==> src/rtl/core/swv_pkg.sv <==
`default_nettype none
package swv_pkg;

    localparam int SCREEN_WIDTH  = 320;
    localparam int SCREEN_HEIGHT = 200;
    localparam int CORDIC_STAGES = 16;

    // cordic datapath widths
    localparam int CW = 40;
    localparam int ZW = 32;

    localparam logic signed [ZW-1:0] ANG_PI      = 32'sd205887;
    localparam logic signed [ZW-1:0] ANG_HALF_PI = 32'sd102944;
    localparam logic signed [ZW-1:0] ANG_TWO_PI  = 32'sd411775;
    localparam logic signed [17:0]   INV_GAIN    = 18'sd39797;
    // ceil(2^40 / two pi) for the modulo quotient estimate
    localparam logic signed [23:0]   RECIP_TWO_PI = 24'sd2670176;
    localparam int RECIP_SHIFT = 40;

    localparam logic REG_RADIUS_OFFSET = 1'b0;
    localparam logic REG_TWIST_RATE    = 1'b1;

    typedef struct packed {
        logic valid;
        logic en;
    } pipe_ctl_t;

    function automatic logic signed [ZW-1:0] atan_q16(input int i);
        logic signed [ZW-1:0] r;
        r = '0;
        case (i)
            0:  r = 32'sd51472;
            1:  r = 32'sd30386;
            2:  r = 32'sd16055;
            3:  r = 32'sd8150;
            4:  r = 32'sd4091;
            5:  r = 32'sd2047;
            6:  r = 32'sd1024;
            7:  r = 32'sd512;
            8:  r = 32'sd256;
            9:  r = 32'sd128;
            10: r = 32'sd64;
            11: r = 32'sd32;
            12: r = 32'sd16;
            13: r = 32'sd8;
            14: r = 32'sd4;
            15: r = 32'sd2;
            16: r = 32'sd1;
            default: r = '0;
        endcase
        return r;
    endfunction

endpackage
`default_nettype wire

==> src/rtl/core/swv_angle.sv <==
`default_nettype none
module swv_angle (
    input  wire logic                             aclk,
    input  wire logic                             aresetn,
    input  wire swv_pkg::pipe_ctl_t               ctl_in,
    input  wire logic signed [swv_pkg::CW-1:0]    x_in,
    input  wire logic signed [swv_pkg::ZW-1:0]    z_in,
    input  wire logic                             center_in,
    input  wire logic signed [15:0]               radius_offset,
    input  wire logic signed [23:0]               twist_rate,
    output logic                                  valid_out,
    output logic signed [swv_pkg::CW-1:0]         x0_out,
    output logic signed [swv_pkg::ZW-1:0]         ang_out,
    output logic                                  flip_out
);
    localparam int CW = swv_pkg::CW;
    localparam int ZW = swv_pkg::ZW;

    logic [6:0] v_reg;

    logic signed [49:0]   pd_reg;
    logic signed [ZW-1:0] z1_reg, z2_reg, z3_reg;
    logic                 c1_reg;
    logic signed [23:0]   rad2_reg;
    logic signed [47:0]   pt3_reg;
    logic signed [42:0]   pg3_reg;
    logic signed [ZW-1:0] ang4_reg, ang5_reg;
    logic signed [CW-1:0] x04_reg, x05_reg, x06_reg, x07_reg;
    logic signed [55:0]   qp5_reg;
    logic signed [ZW-1:0] r6_reg, ang7_reg;
    logic                 flip7_reg;

    logic signed [49:0]   pd_round;
    logic signed [23:0]   rad_next;
    logic signed [47:0]   pt_round;
    logic signed [ZW-1:0] ang_next;
    logic signed [42:0]   pg_round;
    logic signed [15:0]   q;
    logic signed [36:0]   qt;
    logic signed [ZW-1:0] r_fix, r_fold, ang_fold;
    logic                 flip_next;

    always_comb begin
        pd_round = pd_reg + 50'sd8388608;
        rad_next = 24'(radius_offset) + (c1_reg ? 24'sd0 : 24'(pd_round >>> 24));
        pt_round = pt3_reg + 48'sd32768;
        ang_next = z3_reg + ZW'(pt_round >>> 16);
        pg_round = pg3_reg + 43'sd128;
        q        = 16'(qp5_reg >>> swv_pkg::RECIP_SHIFT);
        qt       = 37'(q) * 37'(swv_pkg::ANG_TWO_PI);
        // floor modulo two pi, estimate is off by at most one
        r_fix = r6_reg;
        if (r6_reg < 0) begin
            r_fix = r6_reg + swv_pkg::ANG_TWO_PI;
        end else if (r6_reg >= swv_pkg::ANG_TWO_PI) begin
            r_fix = r6_reg - swv_pkg::ANG_TWO_PI;
        end
        r_fold = (r_fix > swv_pkg::ANG_PI) ? r_fix - swv_pkg::ANG_TWO_PI : r_fix;
        ang_fold  = r_fold;
        flip_next = 1'b0;
        if (r_fold > swv_pkg::ANG_HALF_PI) begin
            ang_fold  = r_fold - swv_pkg::ANG_PI;
            flip_next = 1'b1;
        end else if (r_fold < -swv_pkg::ANG_HALF_PI) begin
            ang_fold  = r_fold + swv_pkg::ANG_PI;
            flip_next = 1'b1;
        end
    end

    always_ff @(posedge aclk) begin
        if (!aresetn) begin
            v_reg <= '0;
        end else if (ctl_in.en) begin
            v_reg <= {v_reg[5:0], ctl_in.valid};
        end
        if (ctl_in.en) begin
            pd_reg    <= 50'(x_in[31:0]) * 50'(swv_pkg::INV_GAIN);
            z1_reg    <= z_in;
            c1_reg    <= center_in;
            rad2_reg  <= rad_next;
            z2_reg    <= c1_reg ? '0 : z1_reg;
            pt3_reg   <= 48'(rad2_reg) * 48'(twist_rate);
            pg3_reg   <= 43'(rad2_reg) * 43'(swv_pkg::INV_GAIN);
            z3_reg    <= z2_reg;
            ang4_reg  <= ang_next;
            x04_reg   <= CW'(pg_round >>> 8);
            qp5_reg   <= 56'(ang4_reg) * 56'(swv_pkg::RECIP_TWO_PI);
            ang5_reg  <= ang4_reg;
            x05_reg   <= x04_reg;
            r6_reg    <= ang5_reg - ZW'(qt);
            x06_reg   <= x05_reg;
            ang7_reg  <= ang_fold;
            flip7_reg <= flip_next;
            x07_reg   <= x06_reg;
        end
    end

    logic unused_x;
    assign unused_x = ^x_in[CW-1:32];

    assign valid_out = v_reg[6];
    assign x0_out    = x07_reg;
    assign ang_out   = ang7_reg;
    assign flip_out  = flip7_reg;
endmodule
`default_nettype wire

==> config.mk <==
export PLATFORM = sky130hd
export DESIGN_NAME = swv_angle
export DESIGN_NICKNAME = d
export VERILOG_FILES = /design/src/rtl/core/swv_pkg.sv /design/src/rtl/core/swv_angle.sv
export SDC_FILE = /design/constraint.sdc
export NUM_CORES = 2
export LEC_CHECK = 0
export BUFFER_PORTS_ARGS = -buffer_cell sky130_fd_sc_hd__buf_2
export CORE_MARGIN = 2
export CORE_UTILIZATION = 60
export CTS_BUF_LIST = sky130_fd_sc_hd__clkbuf_8
export DETAILED_ROUTE_END_ITERATION = 10
export PLACE_DENSITY = 0.88
export SYNTH_ARGS = -nofsm -noshare
export SYNTH_HDL_FRONTEND = slang
export SYNTH_SLANG_ARGS = --single-unit
==> constraint.sdc <==
create_clock -name aclk -period 12.8 [get_ports aclk]
set_clock_uncertainty 0.2 [all_clocks]
set_input_delay 1.28 -clock aclk [delete_from_list [all_inputs] [get_ports aclk]]
set_output_delay 1.28 -clock aclk [all_outputs]
set_load 0.01 [all_outputs]
Yosys cells after proc, flatten, opt, wreduce, memory -nomap -nowiden
Index checks and enable logic that the tools add are counted.
- $add $sub $neg: 11
- multipliers: 5
- divide/modulo/power cells: 0
- magnitude comparators: 5
- equal/unequal tests: 0
- shifts and indexed selects: 0
- mux-type cells: 7
- bitwise gates (word level): 0
- reduce and logical (&&, ||, !) cells: 0
- operator list (kind ; count):
    32-bit 2-to-1 mux ; 5
    32-bit by 20-bit subtractor with 32-bit output (second input constant) ; 2
    32-bit by 18-bit multiplier with 50-bit output (second input constant) ; 1
    48-bit by 17-bit adder with 48-bit output (second input constant) ; 1
    48-bit by 24-bit adder with 48-bit output (second input constant) ; 1
    24-bit by 24-bit multiplier with 48-bit output ; 1
    32-bit by 16-bit multiplier with 48-bit output (second input constant) ; 1
    43-bit by 9-bit adder with 43-bit output (second input constant) ; 1
    24-bit by 17-bit multiplier with 41-bit output (second input constant) ; 1
    32-bit by 19-bit adder with 32-bit output (second input constant) ; 1
    32-bit by 20-bit adder with 32-bit output (second input constant) ; 1
    32-bit adder ; 1
    32-bit by 20-bit >= comparator with 1-bit output (second input constant) ; 1
    32-bit by 18-bit > comparator with 1-bit output (second input constant) ; 1
    32-bit by 19-bit > comparator with 1-bit output (second input constant) ; 1
    32-bit by 1-bit < comparator with 1-bit output (second input constant) ; 1
    32-bit by 18-bit < comparator with 1-bit output (second input constant) ; 1
    15-bit by 20-bit multiplier with 32-bit output (second input constant) ; 1
    32-bit by 19-bit subtractor with 32-bit output (second input constant) ; 1
    32-bit subtractor ; 1
    16-bit by 24-bit adder with 24-bit output ; 1
    24-bit 2-to-1 mux ; 1
    1-bit 2-to-1 mux ; 1
- register bits after elaboration: 586
- bits in latches: 0
- bits in writable memories: 0
- memory bits (read-only): 0
- input port bits: 117
- output and inout bits: 74
- word-level logic and storage cells: 47
- memories: 0

Depth between registers and ports, before layout
- depth after elaboration: 8
- depth in mapped cells: 30
- gate-level depth less buffers: 29

Worst setup path before layout
No wires, ideal clock.
- path kind: input to register
- start: input port twist_rate[0]
- end: register pt3_reg[47], data pin
- setup time: 0.260 ns
- arrival time: 7.856 ns
- required time: 12.340 ns
- path slack: 4.484 ns
- cell stages on the path: 30
- buffers on the path: 1
- path through: clkbuf_1 and2_1 fa_1 inv_1 fa_1 inv_1 fa_1 inv_1 fa_1 inv_1 fa_1 inv_1 fa_1 inv_1 fa_1 ha_1 o21a_1 o21ai_0 nor2_1 a211oi_1 a21oi_1 o2111ai_1 nand3_1 o2111ai_1 nand3_1 o211ai_1 nand3_1 a31o_2 a21oi_1 xnor2_1
- longest elaborated chain between the ends: 1
- ends and longest elaborated chain (item ; line ; text):
    from (decl) ; swv_angle.sv:10 ; input wire logic signed [23:0] twist_rate,
    24-bit by 24-bit multiplier with 48-bit output ; swv_angle.sv:82 ; pt3_reg <= 48'(rad2_reg) * 48'(twist_rate);
    to (signal assigned) ; swv_angle.sv:82 ;
    to (decl) ; swv_angle.sv:25 ; logic signed [47:0] pt3_reg;
No other way between the ends.
A chain may end at the register's enable or synchronous reset.

Final worst setup path
- start: input port twist_rate[23]
- end: register pt3_reg[47], data pin
Same word-level chain as after synthesis.

==> impl_summary.log <==
[metrics] top achievable clock speed: 111 MHz
[metrics] nets in the synthesized netlist: 9,689
[metrics] clk_lat worst skew: 0.82 ns
[metrics] remaining antenna violation count: 0
[metrics] maximum fanout along the worst path: 13
[metrics] top cell type's share of synthesized area: 0.360
[metrics] asr flop ratio synth: 0
[metrics] DRC violation count after routing: 0
[metrics] worst reg2reg startpoint: rad2_reg[16]$_DFFE_PP_
[metrics] Via Count: 52.3k
[metrics] top cells by area, synth: sky130_fd_sc_hd__fa_1 36%, sky130_fd_sc_hd__edfxtp_1 20%, sky130_fd_sc_hd__ha_1 14%
[metrics] EDFF count, synth: 497
[metrics] number of ports placed on the die boundary: 191
[metrics] register-to-register setup slack: 3.83 ns
[metrics] final setup margin: 3.82 ns
[metrics] CP top delay family: adder cells
[metrics] number of hold violations in the final report: 0
[metrics] library cell contributing the largest single delay on the critical path: sky130_fd_sc_hd__a211oi_1
[metrics] arrival time of data at the critical path endpoint: 9.32 ns
[metrics] number of buffers inserted by port buffering: 182
[metrics] top cell type by total area after synthesis: sky130_fd_sc_hd__fa_1
[metrics] share of cells above drive strength 1: 0.0545
[metrics] Clock H-tree levels: 3
[metrics] clock slew at the register clock pins of the worst setup and hold paths: 0.06 ns
[metrics] critical path type: in2reg
[metrics] most frequent cell after synthesis: sky130_fd_sc_hd__inv_1
[metrics] wire length of the first global-routing pass: 292,000 microns
[metrics] vertical die dimension: 360 microns
[metrics] final clock period utilization by the worst path: 0.702
[metrics] Hold-fix buffers, CTS: 0
[metrics] cells after synthesis: 7,326
[metrics] Max Slew Vio Count: 0
[metrics] Post-DP HPWL: 142,000 microns
[metrics] starting density of the core: 0.605
[metrics] wire length per cell after detailed routing: 19.5 microns
[metrics] number of DRC violations after detailed-routing iteration 0: 3,671
[metrics] r2r worst-path depth: 29
[metrics] most frequent cells after synthesis: 1,922 x sky130_fd_sc_hd__inv_1, 1,369 x sky130_fd_sc_hd__fa_1, 877 x sky130_fd_sc_hd__ha_1
[metrics] floorplan die area: 130,000 sq um
[metrics] clock root buffer master: sky130_fd_sc_hd__clkbuf_8
[metrics] most used flip-flop cell after synthesis: sky130_fd_sc_hd__edfxtp_1
[metrics] maximum number of buffers from clock root to sink: 3
[metrics] transition time at the pin with the least slew margin: 1.15 ns
[metrics] CP endpoint kind: flip-flop
[metrics] area overhead of the layout relative to synthesis: 5.67%
[metrics] Congestion Overflow GR: 0
[metrics] number of search-and-repair iterations in the first detailed-routing pass: 6
[metrics] capturing point of the worst reg2reg path: pt3_reg[47]$_DFFE_PP_
[metrics] depth of the worst hold-timing path: 0
[metrics] initial antenna violation count: 19
[metrics] average via count per standard cell: 5.69
[metrics] Total Routing Usage GR: 0.283
[metrics] worst slack at placement: 3.06 ns
[metrics] critical path required time: 13.14 ns
[metrics] headroom to the max-slew limit: 0.234
[metrics] FP Rows: 130
[metrics] RSZ-0062 raised after global routing: false
[metrics] number of resized instances in the post-cts repair step: 0
[metrics] final critical path time including I/O delays and setup: 8.98 ns
[metrics] area of the core: 126,000 sq um
[metrics] filler cell count in the final layout: 9,058
[metrics] synthesized area: 76,200 sq um
[metrics] TNS Setup: 0 ns
[metrics] flip-flop and latch count after synthesis: 504
[metrics] Worst Hold End: x0_out[3]$_DFFE_PP_
[metrics] Ys Warns: 0
[metrics] final-stage net count: 9,835
[metrics] global placement routability congestion: 0.931
[metrics] number of distinct library cells after synthesis: 102
[metrics] nature of the critical path startpoint: primary input
[metrics] result of the run: finished clean
[metrics] # Max-Cap Violations: 0
[metrics] Post-CTS Setup Bufs: 0
[metrics] critical path's most frequent cell: sky130_fd_sc_hd__fa_1
[metrics] pin count of the biggest net entering global routing: 166
[metrics] average cell area after synthesis: 10.4 sq um
[metrics] hold path startpoint: x06_reg[3]$_DFFE_PP_
[metrics] depth of the critical timing path with buffers and inverters included: 27
[metrics] CTS tree: yes
[metrics] post-synthesis sequential area ratio: 0.198
[metrics] worst hold path type: reg2reg
[metrics] die boundary width: 360 microns
[metrics] number of clock sinks: 504
[metrics] launch point of the critical path: twist_rate[23]
[metrics] cts bufs inserted: 84
[metrics] delay of the slowest cell on the worst path: 0.57 ns
[metrics] via count of the first global-routing pass: 58.7k
[metrics] number of buffer and inverter instances along the worst setup path: 4
[metrics] # setup viols final: 0
[metrics] wire length reported by the detailed router: 179,000 microns
## worst max-delay path by stage
stage | endpoint | slack [ns]
floorplan | pt3_reg[47]$_DFFE_PP_ | 4.48
global placement | pt3_reg[47]$_DFFE_PP_ | 3.24
detailed placement | pt3_reg[47]$_DFFE_PP_ | 3.06
CTS | pt3_reg[47]$_DFFE_PP_ | 3.82
global route | pt3_reg[47]$_DFFE_PP_ | 3.39
finish | pt3_reg[47]$_DFFE_PP_ | 3.82
## worst register-to-register path: cells and delay by family, from the launching register on
kind | cells | cell delay [ns]
fa+ha+maj | 8 | 3.82
compound gates | 9 | 2.53
simple gates | 5 | 0.75
buf+inv | 6 | 0.69
flops | 1 | 0.66
xor+xnor | 1 | 0.09
## cell families (layout without fill, tap and decap cells)
kind of cell,count (synthesis),in the layout,share of synthesized area
buffers and inverters,2080,2289,0.103
other,0,6,0
XOR/XNOR,351,351,0.0406
flip-flops,504,504,0.198
adder cells (fa/ha/maj),2246,2246,0.504
AND/OR/NAND/NOR,1516,1516,0.0978
AO/OA/AOI/OAI,600,600,0.0531
multiplexers,29,29,0.00396
## metal layers
| layer | vias to the layer above | global-route usage | routed length [microns] |
|---|---|---|---|
| li1 | 23100 | - | - |
| met1 | 26300 | 0.316 | 62200 |
| met2 | 2145 | 0.503 | 91800 |
| met3 | 765 | 0.0482 | 12000 |
| met4 | 26 | 0.180 | 12800 |
| met5 | - | 0 | 172 |
## placed cells by master (no fill, tap or decap), drive strengths merged, types with 37 or more instances in the layout
master / instances
inv: 1941
fa: 1369
ha: 877
nand2: 521
edfxtp: 497
nor2: 281
xnor2: 239
buf: 218
and2: 215
a21oi: 158
o21ai: 115
xor2: 112
nand3: 97
nor3: 89
clkbuf: 85
nor2b: 73
a21o: 48
and3: 43
nand4: 37
## metrics by stage
stage	cells	utilization	hold slack, ns	cell area [sq um]
final	9191	0.640	0.215	80500
after floorplan	7326	-	0.200	76200
after detailed placement	9036	0.626	0.205	78800
after global routing	9190	0.640	0.217	80500
after global placement	9036	0.626	0.202	78800
after CTS	9185	0.639	0.212	80500
## area by class of cell
type / count / area (sq um) / area share
clock inverters: 64 / 505 / 0.00628
inverters: 1922 / 7210 / 0.0896
flip-flops and latches: 504 / 15100 / 0.187
diodes: 6 / 15.0 / 0.000186
multi-input cells: 4742 / 53300 / 0.662
well taps: 1650 / 2060 / 0.0256
repair buffers: 218 / 1200 / 0.0149
clock buffers: 85 / 1170 / 0.0145
Power is not shown: default switching activity piles up to over one toggle a cycle in this logic, so the estimate is an artifact.
