`src/rtl/core/swv_pkg.sv`:
```
`default_nettype none
package swv_pkg;

    localparam int SCREEN_WIDTH  = 320;
    localparam int SCREEN_HEIGHT = 200;
    localparam int CORDIC_STAGES = 16;

    // cordic datapath widths
    localparam int CW = 40;
    localparam int ZW = 32;

    localparam logic signed [ZW-1:0] ANG_PI      = 32'sd205887;
    localparam logic signed [ZW-1:0] ANG_HALF_PI = 32'sd102944;
    localparam logic signed [ZW-1:0] ANG_TWO_PI  = 32'sd411775;
    localparam logic signed [17:0]   INV_GAIN    = 18'sd39797;
    // ceil(2^40 / two pi) for the modulo quotient estimate
    localparam logic signed [23:0]   RECIP_TWO_PI = 24'sd2670176;
    localparam int RECIP_SHIFT = 40;

    localparam logic REG_RADIUS_OFFSET = 1'b0;
    localparam logic REG_TWIST_RATE    = 1'b1;

    typedef struct packed {
        logic valid;
        logic en;
    } pipe_ctl_t;

    function automatic logic signed [ZW-1:0] atan_q16(input int i);
        logic signed [ZW-1:0] r;
        r = '0;
        case (i)
            0:  r = 32'sd51472;
            1:  r = 32'sd30386;
            2:  r = 32'sd16055;
            3:  r = 32'sd8150;
            4:  r = 32'sd4091;
            5:  r = 32'sd2047;
            6:  r = 32'sd1024;
            7:  r = 32'sd512;
            8:  r = 32'sd256;
            9:  r = 32'sd128;
            10: r = 32'sd64;
            11: r = 32'sd32;
            12: r = 32'sd16;
            13: r = 32'sd8;
            14: r = 32'sd4;
            15: r = 32'sd2;
            16: r = 32'sd1;
            default: r = '0;
        endcase
        return r;
    endfunction

endpackage
`default_nettype wire

```
`src/rtl/core/swv_out.sv`:
```
`default_nettype none
module swv_out #(
    parameter int SCREEN_WIDTH  = swv_pkg::SCREEN_WIDTH,
    parameter int SCREEN_HEIGHT = swv_pkg::SCREEN_HEIGHT
) (
    input  wire logic                             aclk,
    input  wire logic                             aresetn,
    input  wire swv_pkg::pipe_ctl_t               ctl_in,
    input  wire logic signed [swv_pkg::CW-1:0]    x_in,
    input  wire logic signed [swv_pkg::CW-1:0]    y_in,
    input  wire logic                             flip_in,
    output logic                                  valid_out,
    output logic [15:0]                           source_offset,
    output logic                                  off_screen
);
    localparam int CW = swv_pkg::CW;
    localparam logic signed [CW-1:0] CX = CW'(SCREEN_WIDTH * 32768);
    localparam logic signed [CW-1:0] CY = CW'(SCREEN_HEIGHT * 32768);
    localparam logic [15:0] MARKER = 16'((SCREEN_WIDTH * SCREEN_HEIGHT) % 65536);
    localparam logic signed [24:0] MAX_X = 25'(SCREEN_WIDTH - 1);
    localparam logic signed [24:0] MAX_Y = 25'(SCREEN_HEIGHT - 1);

    logic [1:0]         v_reg;
    logic signed [24:0] nx_reg, ny_reg;
    logic [15:0]        offset_reg;
    logic               off_reg;

    logic signed [CW-1:0] px, py, pxa, pya;
    logic signed [24:0]   nx_next, ny_next;
    logic                 off_next;
    logic [31:0]          lin;

    always_comb begin
        px = flip_in ? CX - x_in : CX + x_in;
        py = flip_in ? CY - y_in : CY + y_in;
        // truncate toward zero
        pxa = (px < 0) ? -px : px;
        pya = (py < 0) ? -py : py;
        nx_next = (px < 0) ? -25'(pxa >>> 16) : 25'(pxa >>> 16);
        ny_next = (py < 0) ? -25'(pya >>> 16) : 25'(pya >>> 16);
        off_next = (nx_reg < 0) || (nx_reg > MAX_X) || (ny_reg < 0) || (ny_reg > MAX_Y);
        lin = 32'(nx_reg) + 32'(ny_reg) * 32'(SCREEN_WIDTH);
    end

    always_ff @(posedge aclk) begin
        if (!aresetn) begin
            v_reg <= '0;
        end else if (ctl_in.en) begin
            v_reg <= {v_reg[0], ctl_in.valid};
        end
        if (ctl_in.en) begin
            nx_reg     <= nx_next;
            ny_reg     <= ny_next;
            offset_reg <= off_next ? MARKER : lin[15:0];
            off_reg    <= off_next;
        end
    end

    assign valid_out     = v_reg[1];
    assign source_offset = offset_reg;
    assign off_screen    = off_reg;
endmodule
`default_nettype wire

```
`config.mk`:
```
export PLATFORM = sky130hd
export DESIGN_NAME = swv_out
export DESIGN_NICKNAME = d
export VERILOG_FILES = /design/src/rtl/core/swv_pkg.sv /design/src/rtl/core/swv_out.sv
export SDC_FILE = /design/constraint.sdc
export NUM_CORES = 1
export LEC_CHECK = 0
export ABC_CLOCK_PERIOD_IN_PS = 8830
export BUFFER_PORTS_ARGS = -buffer_cell sky130_fd_sc_hd__buf_4
export CORE_MARGIN = 1
export CORE_UTILIZATION = 49
export CTS_BUF_LIST = sky130_fd_sc_hd__clkbuf_4
export DETAILED_ROUTE_END_ITERATION = 6
export HOLD_SLACK_MARGIN = 0.03
export PLACE_DENSITY = 0.68
export SLEW_MARGIN = 15
export SYNTH_ARGS = -nofsm -noshare
export SYNTH_HDL_FRONTEND = slang
export SYNTH_SLANG_ARGS = --single-unit
```
`constraint.sdc`:
```
create_clock -name aclk -period 8.83 [get_ports aclk]
set_input_delay 0.883 -clock aclk [delete_from_list [all_inputs] [get_ports aclk]]
set_output_delay 0.883 -clock aclk [all_outputs]
set_load 0.01 [all_outputs]
```
* Word level (Yosys, flattened, before mapping) *
Cells that the tools add are included.

word-level totals
  register bits = 69
  bits of input ports = 85
  output and inout port bits = 18

operators by class
  add/sub/neg operators = 9
  multipliers = 1
  $lt $le $gt $ge = 6
  multiplexer cells = 6
  reductions and logical operators = 3

operators with widths
  operator                                                         count
  two-way mux 40 bit                                               4
  less-than comparator 40 x 1 -> 1 bit, second input constant      2
  negator 40 bit                                                   2
  less-than comparator 25 x 1 -> 1 bit, second input constant      2
  two-way mux 25 bit                                               2
  negator 24 -> 25 bit                                             2
  adder 24 x 40 -> 40 bit, first input constant                    1
  adder 25 x 40 -> 40 bit, first input constant                    1
  subtractor 24 x 40 -> 40 bit, first input constant               1
  subtractor 25 x 40 -> 40 bit, first input constant               1
  greater-than comparator 25 x 10 -> 1 bit, second input constant  1
  greater-than comparator 25 x 9 -> 1 bit, second input constant   1
  multiplier 25 x 4 -> 10 bit, second input constant               1
  adder 16 bit                                                     1
  logical OR 1 bit                                                 3

* Longest topological paths before layout *
Gate-level depths: netlist of run 1.

  word-level depth = 6
  gate-level depth with buffers = 21
  depth with buffers taken out = 17

* Least setup slack after synthesis of run 1 *
Ideal clock, no wire load.

  path type = in2reg
  from = input port x_in[6] (netlist name)
  to = register nx_reg[8] (data pin)
  arrival = 4.950 ns
  required time = 8.568 ns
  path slack = 3.617 ns
  cell stages on the path = 18
  buffers on the path = 5
  cell sequence = or4_1 > buf_2 > or4_1 > buf_2 > o21ai_1 > mux2i_1 > nand2_1 > clkbuf_1 > buf_1 > nand2_1 > xnor2_1 > ha_1 > nand2_1 > or2_1 > buf_2 > or4_1 > a21oi_1 > xor2_1

between the ends
  word-level cells in the longest chain between the ends = 6
  elaborated cells on any way between the ends = 8
  those cells by class = add/sub (4); order compare (1); mux (3)

RTL lines
  element                                                                  RTL line                      RTL
  from (decl)                                                              swv_out.sv:9                  input wire logic signed [swv_pkg::CW-1:0] x_in,
  adder 25 x 40 -> 40 bit or subtractor 25 x 40 -> 40 bit (tied branches)  swv_out.sv:34                 px = flip_in ? CX - x_in : CX + x_in;
  two-way mux 40 bit *                                                     swv_out.sv:34
  negator 40 bit or less-than comparator 40 x 1 -> 1 bit (tied branches)   swv_out.sv:37, swv_out.sv:39
  two-way mux 40 bit                                                       swv_out.sv:37                 pxa = (px < 0) ? -px : px;
  negator 24 -> 25 bit                                                     swv_out.sv:39                 nx_next = (px < 0) ? -25'(pxa >>> 16) : 25'(pxa >>> 16);
  two-way mux 25 bit *                                                     swv_out.sv:39
  named net nx_next[8]                                                     swv_out.sv:29                 logic signed [24:0] nx_next, ny_next;
  to (signal assigned)                                                     swv_out.sv:52                 nx_reg <= nx_next;
  to (decl)                                                                swv_out.sv:24                 logic signed [24:0] nx_reg, ny_reg;

The timed path passes the listed nets; every way through them passes the cells marked *.
A chain may end at the register's enable or synchronous reset.

* Worst setup path after layout of run 1 *
  from = input port x_in[1] (netlist name)
  to = register nx_reg[17] (data pin)

The elaborated chain is that of the path after synthesis.

==> metrics.md, run 1 <==
| Metric | Value |
|---|---|
| Place WS | `2.52 ns` |
| Die height | `142 um` |
| Clock buffer depth | `2` |
| Post-CTS Resized | `0` |
| Initial DRC count | `about 800` |
| Ports | `103` |
| Core area | `18900 sq um` |
| Commonest non-fill, non-tap cell in the layout | `buf_4` |
| Post-synthesis cell type count | `95` |
| Routed wire per std cell | `16.9 um` |
| Total CTS buffers | `9` |
| Worst IR Drop VDD | `66.2 uV` |
| Critical path's most frequent cell | `nor4_1` |
| First-pass GRT wire length | `around 43000 um` |
| Top cells by area, synth | `edfxtp_1 (21%), xnor2_1 (8.7%), ha_1 (4.4%), xor2_1 (4.0%), nand2_1 (3.7%)` |
| Hold_buf cts | `0` |
| Post-CTS setup buffers | `0` |
| Design Area, Final | `approximately 11000 sq um` |
| Number of flops mapped to enable cells by yosys | `67` |
| Mapped Area | `~9600 sq um` |
| Final Net Count | `~1400` |
| Final HPWL from detailed placement | `roughly 20000 um` |
| Min Tclk post-route | `~5.9 ns` |
| Period utilization | `between 60% and 70%` |
| DP Area | `between 10000 and 15000 sq um` |
| IO Port Bufs | `102` |
| CP Capture Type | `flip-flop` |
| Synthesis warning total | `0` |
| Core Rows | `50` |
| Hold Violations, Final | `0` |
| Setup Viol. Count Final | `0` |
| Final Wtd Congestion | `roughly 0.93` |
| Yosys top cell by area | `edfxtp_1` |
| Ordered list of cells on the worst path | `buf_4 -> inv_1 -> ha_1 -> nor4b_2 -> o311ai_0 -> a32o_1 -> nor4_1 -> nand4_1 -> nor4_1 -> a21oi_1 -> o211ai_1 -> nand4_4 -> nor4_2 -> xor2_1 -> nor2_1 -> xnor2_1` |
| Final worst setup slack | `a little under 3 ns` |
| Max Cap Violations | `0` |
| Vias per inst | `between 6 and 7` |
| CTS H-Tree Depth | `3` |
| Die Area | `about 20000 sq um` |
| Initial Util | `50.6%` |
| Skew-Pair Late Insertion Delay | `about 0.45 ns` |
| P per Cell Area | `~120 nW/um^2` |
| Final ANT Viol Nets | `0` |
| Clk pin slew, worst setup/hold paths | `between 0.1 and 0.15 ns` |
| Post-synth top flop | `edfxtp_1` |
| Synth async-reset ratio | `0%` |
| Relative max-transition margin | `roughly 28%` |
| Layout cells sized above 1 | `13.7%` |
| RSZ-0062 raised after global routing | `no` |
| Seq/Total Area, Yosys | `between 20% and 30%` |
| Post-synth top area share | `a little over a fifth` |
| Worst path arrival time | `6.11 ns` |
| Largest net degree at the start of global routing | `87` |
| Syn Inst Count | `approximately 1200` |
| TritonCTS clock tree | `yes` |
| DIE WIDTH | `142 um` |
| Crit path largest cell delay | `0.83 ns` |
| Final Max Tran Viols | `0` |
| Worst Hold Class | `flip-flop to flip-flop` |
| Avg Inst Size Synth | `~7.9 sq um` |
| Crit-path slowest cell | `nand4_1` |
| CTS root buf | `clkbuf_4` |
| Clock Sinks | `69` |
| Worst Skew | `around 0.015 ns` |
| Total Wirelength | `26000 um` |
| Total Routing Usage GR | `approximately a quarter` |
| Vias in the first global route | `between 8000 and 9000` |
| Max Clock Freq | `roughly 0.17 GHz` |
| Setup TNS | `0 ns` |
| Initial antenna violation count | `1` |
| Pleak | `between 0.003 and 0.004 uW` |
| Vias after detailed routing | `approximately 9600` |
| Critical path fanouts, max | `19` |
| Syn nets | `around 1300` |
| Total grt overflow | `0` |
| Critical Path RT | `~9.0 ns` |
| DRC viols | `0` |
| Area grow syn2layout | `10.4%` |
| Worst-margin pin slew | `1.07 ns` |
| Setup Crit Path Kind | `input pin to flip-flop` |
| TritonRoute pass-1 iters | `6` |
| Run status | `finished, final reports clean` |
| Startpoint Class | `input pin` |
| Commonest non-fill, non-tap cells in the layout | `buf_4 (108), xnor2_1 (95), nand2_1 (94)` |
| Yosys reg bits | `69` |
==> worst paths after layout <==
| path | from | end | slack, ns | cells after the start |
|---|---|---|---|---|
| max | x_in[1] | nx_reg[17]$_DFFE_PP_ | 2.90 | 16 |
| min | v_reg[0]$_SDFFE_PN0P_ | v_reg[0]$_SDFFE_PN0P_ | 0.54 | 2 |
| max reg2reg | ny_reg[1]$_DFFE_PP_ | source_offset[15]$_SDFFCE_PP1P_ | 5.63 | 13 |
| min reg2reg | v_reg[0]$_SDFFE_PN0P_ | v_reg[0]$_SDFFE_PN0P_ | 0.54 | 2 |
==> through the flow <==
step	cells	total power [uW]	util, %	hold slack (ns)
3_5_place_dp	1518	1050	55.3	0.523
5_1_grt	1535	1320	55.9	0.575
2_1_floorplan	1215	881	-	0.482
3_3_place_gp	1518	1040	55.3	0.506
4_1_cts	1534	1230	55.9	0.544
6_report	1535	1230	55.9	0.537
==> Yosys cell counts (31+ instances only) <==
cell type and n:
nand3_1 49, inv_1 42, nor4_1 31, clkbuf_1 46
nand2_1 94, o21ai_0 59, ha_1 34, nor2_1 83
xor2_1 44, nor3_1 58, xnor2_1 95, edfxtp_1 67
nand4_1 33, a21oi_1 63
==> final cells by class <==
type | count | area, sq um
Tap cell | 260 | 325
Antenna cell | 1 | 2.50
Timing Repair Buffer | 108 | 811
Sequential cell | 69 | 2050
Clock inverter | 7 | 50.0
Multi-Input combinational cell | 1039 | 7090
Fill cell | 1867 | 8330
Inverter | 42 | 158
Clock buffer | 9 | 67.6
==> power breakdown <==
part	switching [uW]	internal (uW)	leakage, uW
Combinational	360	258	0.00291
Sequential	20.0	407	0.000672
Clock	123	58.3	0.0000587
==> metal layers <==
metal | vias up | wire, um | global-route usage [%]
met5 | - | 0 | 0
met1 | 4450 | 12600 | 38.9
met4 | 0 | 238 | 5.77
li1 | 4746 | - | -
met3 | 28 | 1740 | 2.80
met2 | 351 | 11400 | 40.0
==> worst max-delay path: cells and delay by family <==
kind                       cells  cell delay [ns]
xor gates and xnor gates       2             0.30
buffers and inverters          2             0.27
AOI/OAI and AO/OA              4             1.17
adders and majority gates      1             0.23
and+or+nand+nor                7             3.24
==> kinds of logic (layout without fill, tap and decap cells) <==
family / Yosys count / count (layout) / share of synthesized area, %
AND/OR/NAND/NOR: 541 / 541 / 32.0
AO/OA/AOI/OAI: 305 / 305 / 22.2
XOR/XNOR: 142 / 142 / 13.4
buffers and inverters: 107 / 166 / 4.46
flip-flops: 69 / 69 / 21.5
adder cells (fa/ha/maj): 36 / 36 / 4.87
multiplexers: 15 / 15 / 1.64
other: 0 / 1 / 0
Power figures use the tool's default switching activity.
==> run 2, diff against run 1 <==
ABC_CLOCK_PERIOD_IN_PS = 5500   (was 8830)
clock period = 5.5 ns   (was 8.83 ns; I/O delays follow)
==> run 2 against run 1 <==
Compared with the run above: non-clock buffer count up 47; setup slack worse by 2.2 ns; sequential share of layout area shrank 0.66 points; utilization grew 2.0 points; power up 66%; via count is 2.1% higher; register-to-register slack got worse by 3.3 ns; die area stayed put; critical path depth is 1 higher; first-iteration DRC count is 19% lower.
==> metrics.md, run 2 (same netlist as run 1, synthesis figures left out) <==
| Metric | Value |
|---|---|
| Run status | `finished, final reports clean` |
| CP delay by family, top | `simple AND/OR/NAND/NOR gates` |
| IO Port Bufs | `between 100 and 150` |
| Min Tclk post-route | `just under 5 ns` |
| Finished Layout Cells | `1582` |
| Max Clock Freq | `0.208 GHz` |
| Commonest non-fill, non-tap cell in the layout | `buf_4` |
| Final Wtd Congestion | `around 0.95` |
| RSZ-0062 raised after global routing | `no` |
| Ordered list of cells on the worst path | `buf_4 -> inv_1 -> ha_1 -> nor4b_2 -> nand3_1 -> buf_4 -> or3_1 -> a211oi_1 -> nand2_1 -> or4_1 -> o21ai_2 -> xor2_2 -> nand4_4 -> nor3_2 -> nor4_1 -> a21oi_1 -> xnor2_1` |
| Final ANT Viol Nets | `0` |
| TritonCTS clock tree | `yes` |
| Vias in the first global route | `8629` |
| Worst Hold Class | `input pin to flip-flop` |
| Final HPWL from detailed placement | `21200 um` |
| Max Cap Violations | `0` |
| Worst Skew | `a little over 0.01 ns` |
| Final Net Count | `roughly 1400` |
| DIE WIDTH | `about 140 um` |
| CTS H-Tree Depth | `3` |
| Worst IR Drop VDD | `about 130 uV` |
| Commonest non-fill, non-tap cells in the layout | `buf_4 (155), xnor2_1 (95), nand2_1 (94)` |
| Crit path largest cell delay | `between 0.6 and 0.7 ns` |
| Grt met1 use | `39.6%` |
| Critical path's most frequent cell | `buf_4` |
| Clock buffer depth | `2` |
| Final Max Tran Viols | `0` |
| Initial Util | `between 50% and 60%` |
| Setup Crit Path Kind | `input pin to flip-flop` |
| Layout cells sized above 1 | `16.7%` |
| Worst-margin pin slew | `slightly above 1 ns` |
| Vias per inst | `approximately 6` |
| Area grow syn2layout | `14.3%` |
| P per Cell Area | `~190 nW/um^2` |
| Hold_buf cts | `0` |
| Worst path arrival time | `between 4 and 5 ns` |
| Skew-Pair Late Insertion Delay | `0.41 ns` |
| Core area | `between 15000 and 20000 sq um` |
| Met2 usage | `approximately 42%` |
| Period utilization | `87.3%` |
| CTS root buf | `clkbuf_4` |
| First-pass GRT wire length | `~44000 um` |
| Die height | `approximately 140 um` |
| Ports | `approximately 100` |
| Core Rows | `50` |
| Clock Sinks | `69` |
| Setup TNS | `0 ns` |
| Critical Path RT | `5.67 ns` |
| Relative max-transition margin | `32.7%` |
| Total Wirelength | `between 20000 and 30000 um` |
| Crit-path slowest cell | `or4_1` |
| Total grt overflow | `0` |
| Total CTS buffers | `9` |
| Hold Violations, Final | `0` |
| TritonRoute pass-1 iters | `5` |
| Critical path fanouts, max | `12` |
| Largest net degree at the start of global routing | `70` |
| Die Area | `20100 sq um` |
| GR peak layer | `met2` |
| Post-CTS setup buffers | `0` |
| Vias after detailed routing | `about 9800` |
| Startpoint Class | `input pin` |
| Worst path bufs/invs | `3` |
| Initial antenna violation count | `1` |
| Post-CTS Resized | `0` |
| Met3 GRT Util | `~2.9%` |
| Pleak | `approximately 0.0039 uW` |
| Setup Viol. Count Final | `0` |
| Total Routing Usage GR | `26.9%` |
| Initial DRC count | `around 670` |
| Placed cells | `1565` |
| Routed wire per std cell | `~17 um` |
| DRC viols | `0` |
| Clk pin slew, worst setup/hold paths | `0.11 ns` |
| CP Capture Type | `flip-flop` |
==> run 2: metrics by stage <==
stage          hold WS [ns]  power (uW)  setup WS, ns  cell area (sq um)  utilization [%]
2_1_floorplan         0.482        1410         0.620               9560                -
3_3_place_gp          0.504        1690         0.433              10800             57.1
3_5_place_dp          0.504        1710         0.298              10800             57.1
4_1_cts               0.324        2040         0.757              10900             57.8
5_1_grt               0.345        2180         0.366              10900             57.9
6_report              0.357        2030         0.697              10900             57.9
==> run 2: layout make-up <==
| class | count | area [sq um] |
|---|---|---|
| inverters | 42 | 158 |
| flip-flops and latches | 69 | 2050 |
| fillers | 1817 | 7960 |
| diodes | 1 | 2.50 |
| repair buffers | 155 | 1160 |
| multi-input cells | 1039 | 7090 |
| well taps | 260 | 325 |
| clock inverters | 6 | 62.6 |
| clock buffers | 10 | 75.1 |
==> run 2: layer usage <==
metal / part of all wire, % / vias to the layer above / routed length [um]
met3: 6.3 / 22 / 1670
met1: 49 / 4559 / 13000
li1: - / 4856 / -
met2: 44 / 342 / 11700
met5: 0 / - / 0
met4: 0.91 / 0 / 243
==> run 2: worst paths after layout <==
check | from | endpoint | slack (ns) | depth (start not counted)
setup / recovery | x_in[0] | nx_reg[19]$_DFFE_PP_ | 0.70 | 17
hold / removal | aresetn | v_reg[1]$_SDFFE_PN0P_ | 0.36 | 2
setup reg to reg | ny_reg[3]$_DFFE_PP_ | source_offset[15]$_SDFFCE_PP1P_ | 2.31 | 13
hold reg to reg | v_reg[1]$_SDFFE_PN0P_ | v_reg[1]$_SDFFE_PN0P_ | 0.53 | 2
==> run 2: where the power goes <==
group	leakage, uW	switching, uW	total [uW]	internal (uW)
registers	0.000672	31.6	686	654
clock network	0.0000704	180	323	143
logic	0.00315	588	1030	437
total	0.00389	800	2030	1230
==> run 3, diff against run 2 <==
BUFFER_PORTS_ARGS = default   (was -buffer_cell sky130_fd_sc_hd__buf_4)
DONT_BUFFER_PORTS = 1   (was default)
MAX_ROUTING_LAYER = met4   (was default)
PLACE_DENSITY = 0.62   (was 0.68)
==> run 3 against run 2 <==
Compared with the run above: combinational power decreased by 14%; via count decreased by 6.3%; largest power group unchanged; die area unchanged.
==> metrics.md, run 3 (same netlist as run 1, synthesis figures left out) <==
| Metric | Value |
|---|---|
| Run status | `finished, final reports clean` |
| Worst Hold Class | `input pin to flip-flop` |
| Critical Path RT | `5.65 ns` |
| Commonest non-fill, non-tap cells in the layout | `xnor2_1 (95), nand2_1 (94), nor2_1 (82)` |
| Clk pin slew, worst setup/hold paths | `0.11 ns` |
| Area grow syn2layout | `5.86%` |
| Final Net Count | `1328` |
| Max Cap Violations | `0` |
| Startpoint Class | `input pin` |
| Crit path largest cell delay | `roughly 0.6 ns` |
| Clock buffer depth | `2` |
| Hold path depth | `0` |
| Crit-path slowest cell | `or4_1` |
| RR Startpoint | `ny_reg[3]$_DFFE_PP_` |
| RSZ-0062 raised after global routing | `no` |
| Vias in the first global route | `8274` |
| Largest net degree at the start of global routing | `about 110` |
| Initial DRC count | `roughly 560` |
| Relative max-transition margin | `a little over a third` |
| Post-CTS setup buffers | `0` |
| TritonCTS clock tree | `yes` |
| Period utilization | `around 85%` |
| Worst IR Drop VDD | `135 uV` |
| Commonest non-fill, non-tap cell in the layout | `xnor2_1` |
| DIE WIDTH | `roughly 140 um` |
| Setup TNS | `0 ns` |
| R2r endpoint | `source_offset[15]$_SDFFCE_PP1P_` |
| Total Wirelength | `roughly 25000 um` |
| Ordered list of cells on the worst path | `inv_1 -> ha_1 -> or4b_1 -> or3_1 -> o221ai_2 -> xnor2_1 -> or4_1 -> nor3_2 -> or4b_1 -> o211ai_1 -> nand3_1 -> nor4_2 -> nor2b_1 -> a31oi_1 -> xnor2_1` |
| Core Rows | `50` |
| Layout cells sized above 1 | `9.16%` |
| Worst-margin pin slew | `roughly 0.97 ns` |
| Final Max Tran Viols | `0` |
| Reg-to-reg slack, setup | `2.39 ns` |
| Die Area | `approximately 20000 sq um` |
| Initial Util | `between 50% and 60%` |
| Final Util | `between 50% and 60%` |
| Final ANT Viol Nets | `0` |
| Hold Path End | `ny_reg[17]$_DFFE_PP_` |
| Setup Viol. Count Final | `0` |
| Setup Crit Path Kind | `input pin to flip-flop` |
| P per Cell Area | `approximately 190 nW/um^2` |
| Final Wtd Congestion | `0.911` |
| Vias per inst | `around 6.2` |
| Min Tclk post-route | `about 4.7 ns` |
| Max Clock Freq | `about 0.21 GHz` |
| Ports | `103` |
| Total CTS buffers | `9` |
| Final HPWL from detailed placement | `20100 um` |
| Total grt overflow | `0` |
| Post-CTS Resized | `0` |
| Worst Skew | `between 0.01 and 0.015 ns` |
| CTS H-Tree Depth | `3` |
| Routed wire per std cell | `about 17 um` |
| Hold_sp | `ctl_in[0]` |
| Hold_buf cts | `0` |
| IO Port Bufs | `0` |
| Die height | `between 100 and 150 um` |
| First-pass GRT wire length | `approximately 42000 um` |
| Pleak | `0.00338 uW` |
| Initial antenna violation count | `1` |
| TritonRoute pass-1 iters | `5` |
| R2R cell count | `13` |
| CP Capture Type | `flip-flop` |
| Final Power | `1890 uW` |
| Worst path arrival time | `slightly below 5 ns` |
| Hold Violations, Final | `0` |
| Total Routing Usage GR | `a little over a quarter` |
| DRC viols | `0` |
| Clock Sinks | `69` |
| Skew-Pair Late Insertion Delay | `a little over 0.4 ns` |
| CTS root buf | `clkbuf_4` |
| Vias after detailed routing | `9159` |
| Critical path fanouts, max | `7` |
| Core area | `18900 sq um` |
[run 3: area by class of cell]
| class | count | area, sq um |
|---|---|---|
| Fill cell | 1861 | 8770 |
| Timing Repair Buffer | 46 | 345 |
| Tap cell | 260 | 325 |
| Clock inverter | 6 | 63.8 |
| Antenna cell | 1 | 2.50 |
| Multi-Input combinational cell | 1039 | 7100 |
| Inverter | 42 | 158 |
| Sequential cell | 69 | 2050 |
| Clock buffer | 10 | 75.1 |
[run 3: metrics by stage]
step / cells / hold WS, ns / area [sq um] / setup slack (ns)
after floorplan: 1215 / 0.482 / 9560 / 0.620
after global placement: 1456 / 0.496 / 9970 / 0.542
after detailed placement: 1456 / 0.508 / 9970 / 0.424
after CTS: 1472 / 0.218 / 10100 / 0.889
after global routing: 1473 / 0.214 / 10100 / 0.443
final: 1473 / 0.258 / 10100 / 0.845
[run 3: critical path: cells and delay by family]
family,cells,cell delay (ns)
simple gates,8,3.11
fa+ha+maj,1,0.26
compound gates,3,0.50
xor+xnor,2,0.31
buf+inv,1,0.08
[run 3: how the worst max path moves through the flow]
stage | slack, ns | cells after the start | end | start
after global placement | 0.54 | 13 | nx_reg[20]$_DFFE_PP_ | x_in[6]
after global routing | 0.44 | 13 | ny_reg[22]$_DFFE_PP_ | y_in[4]
after CTS | 0.89 | 15 | ny_reg[22]$_DFFE_PP_ | y_in[0]
final | 0.84 | 15 | ny_reg[22]$_DFFE_PP_ | y_in[0]
after floorplan | 0.62 | 18 | nx_reg[8]$_DFFE_PP_ | x_in[6]
after detailed placement | 0.42 | 15 | ny_reg[22]$_DFFE_PP_ | y_in[0]
[run 3: power breakdown]
part	internal, uW	switching (uW)	total [uW]
registers	654	33.3	687
logic	390	493	882
clock network	143	174	317
[run 3: metal layers]
| metal | track usage (%) | vias up | wire, um |
|---|---|---|---|
| li1 | - | 4625 | - |
| met1 | 38.1 | 4233 | 12400 |
| met2 | 39.3 | 287 | 10900 |
| met3 | 4.56 | 14 | 1800 |
| met4 | 4.47 | 0 | 189 |
| met5 | - | - | 0 |
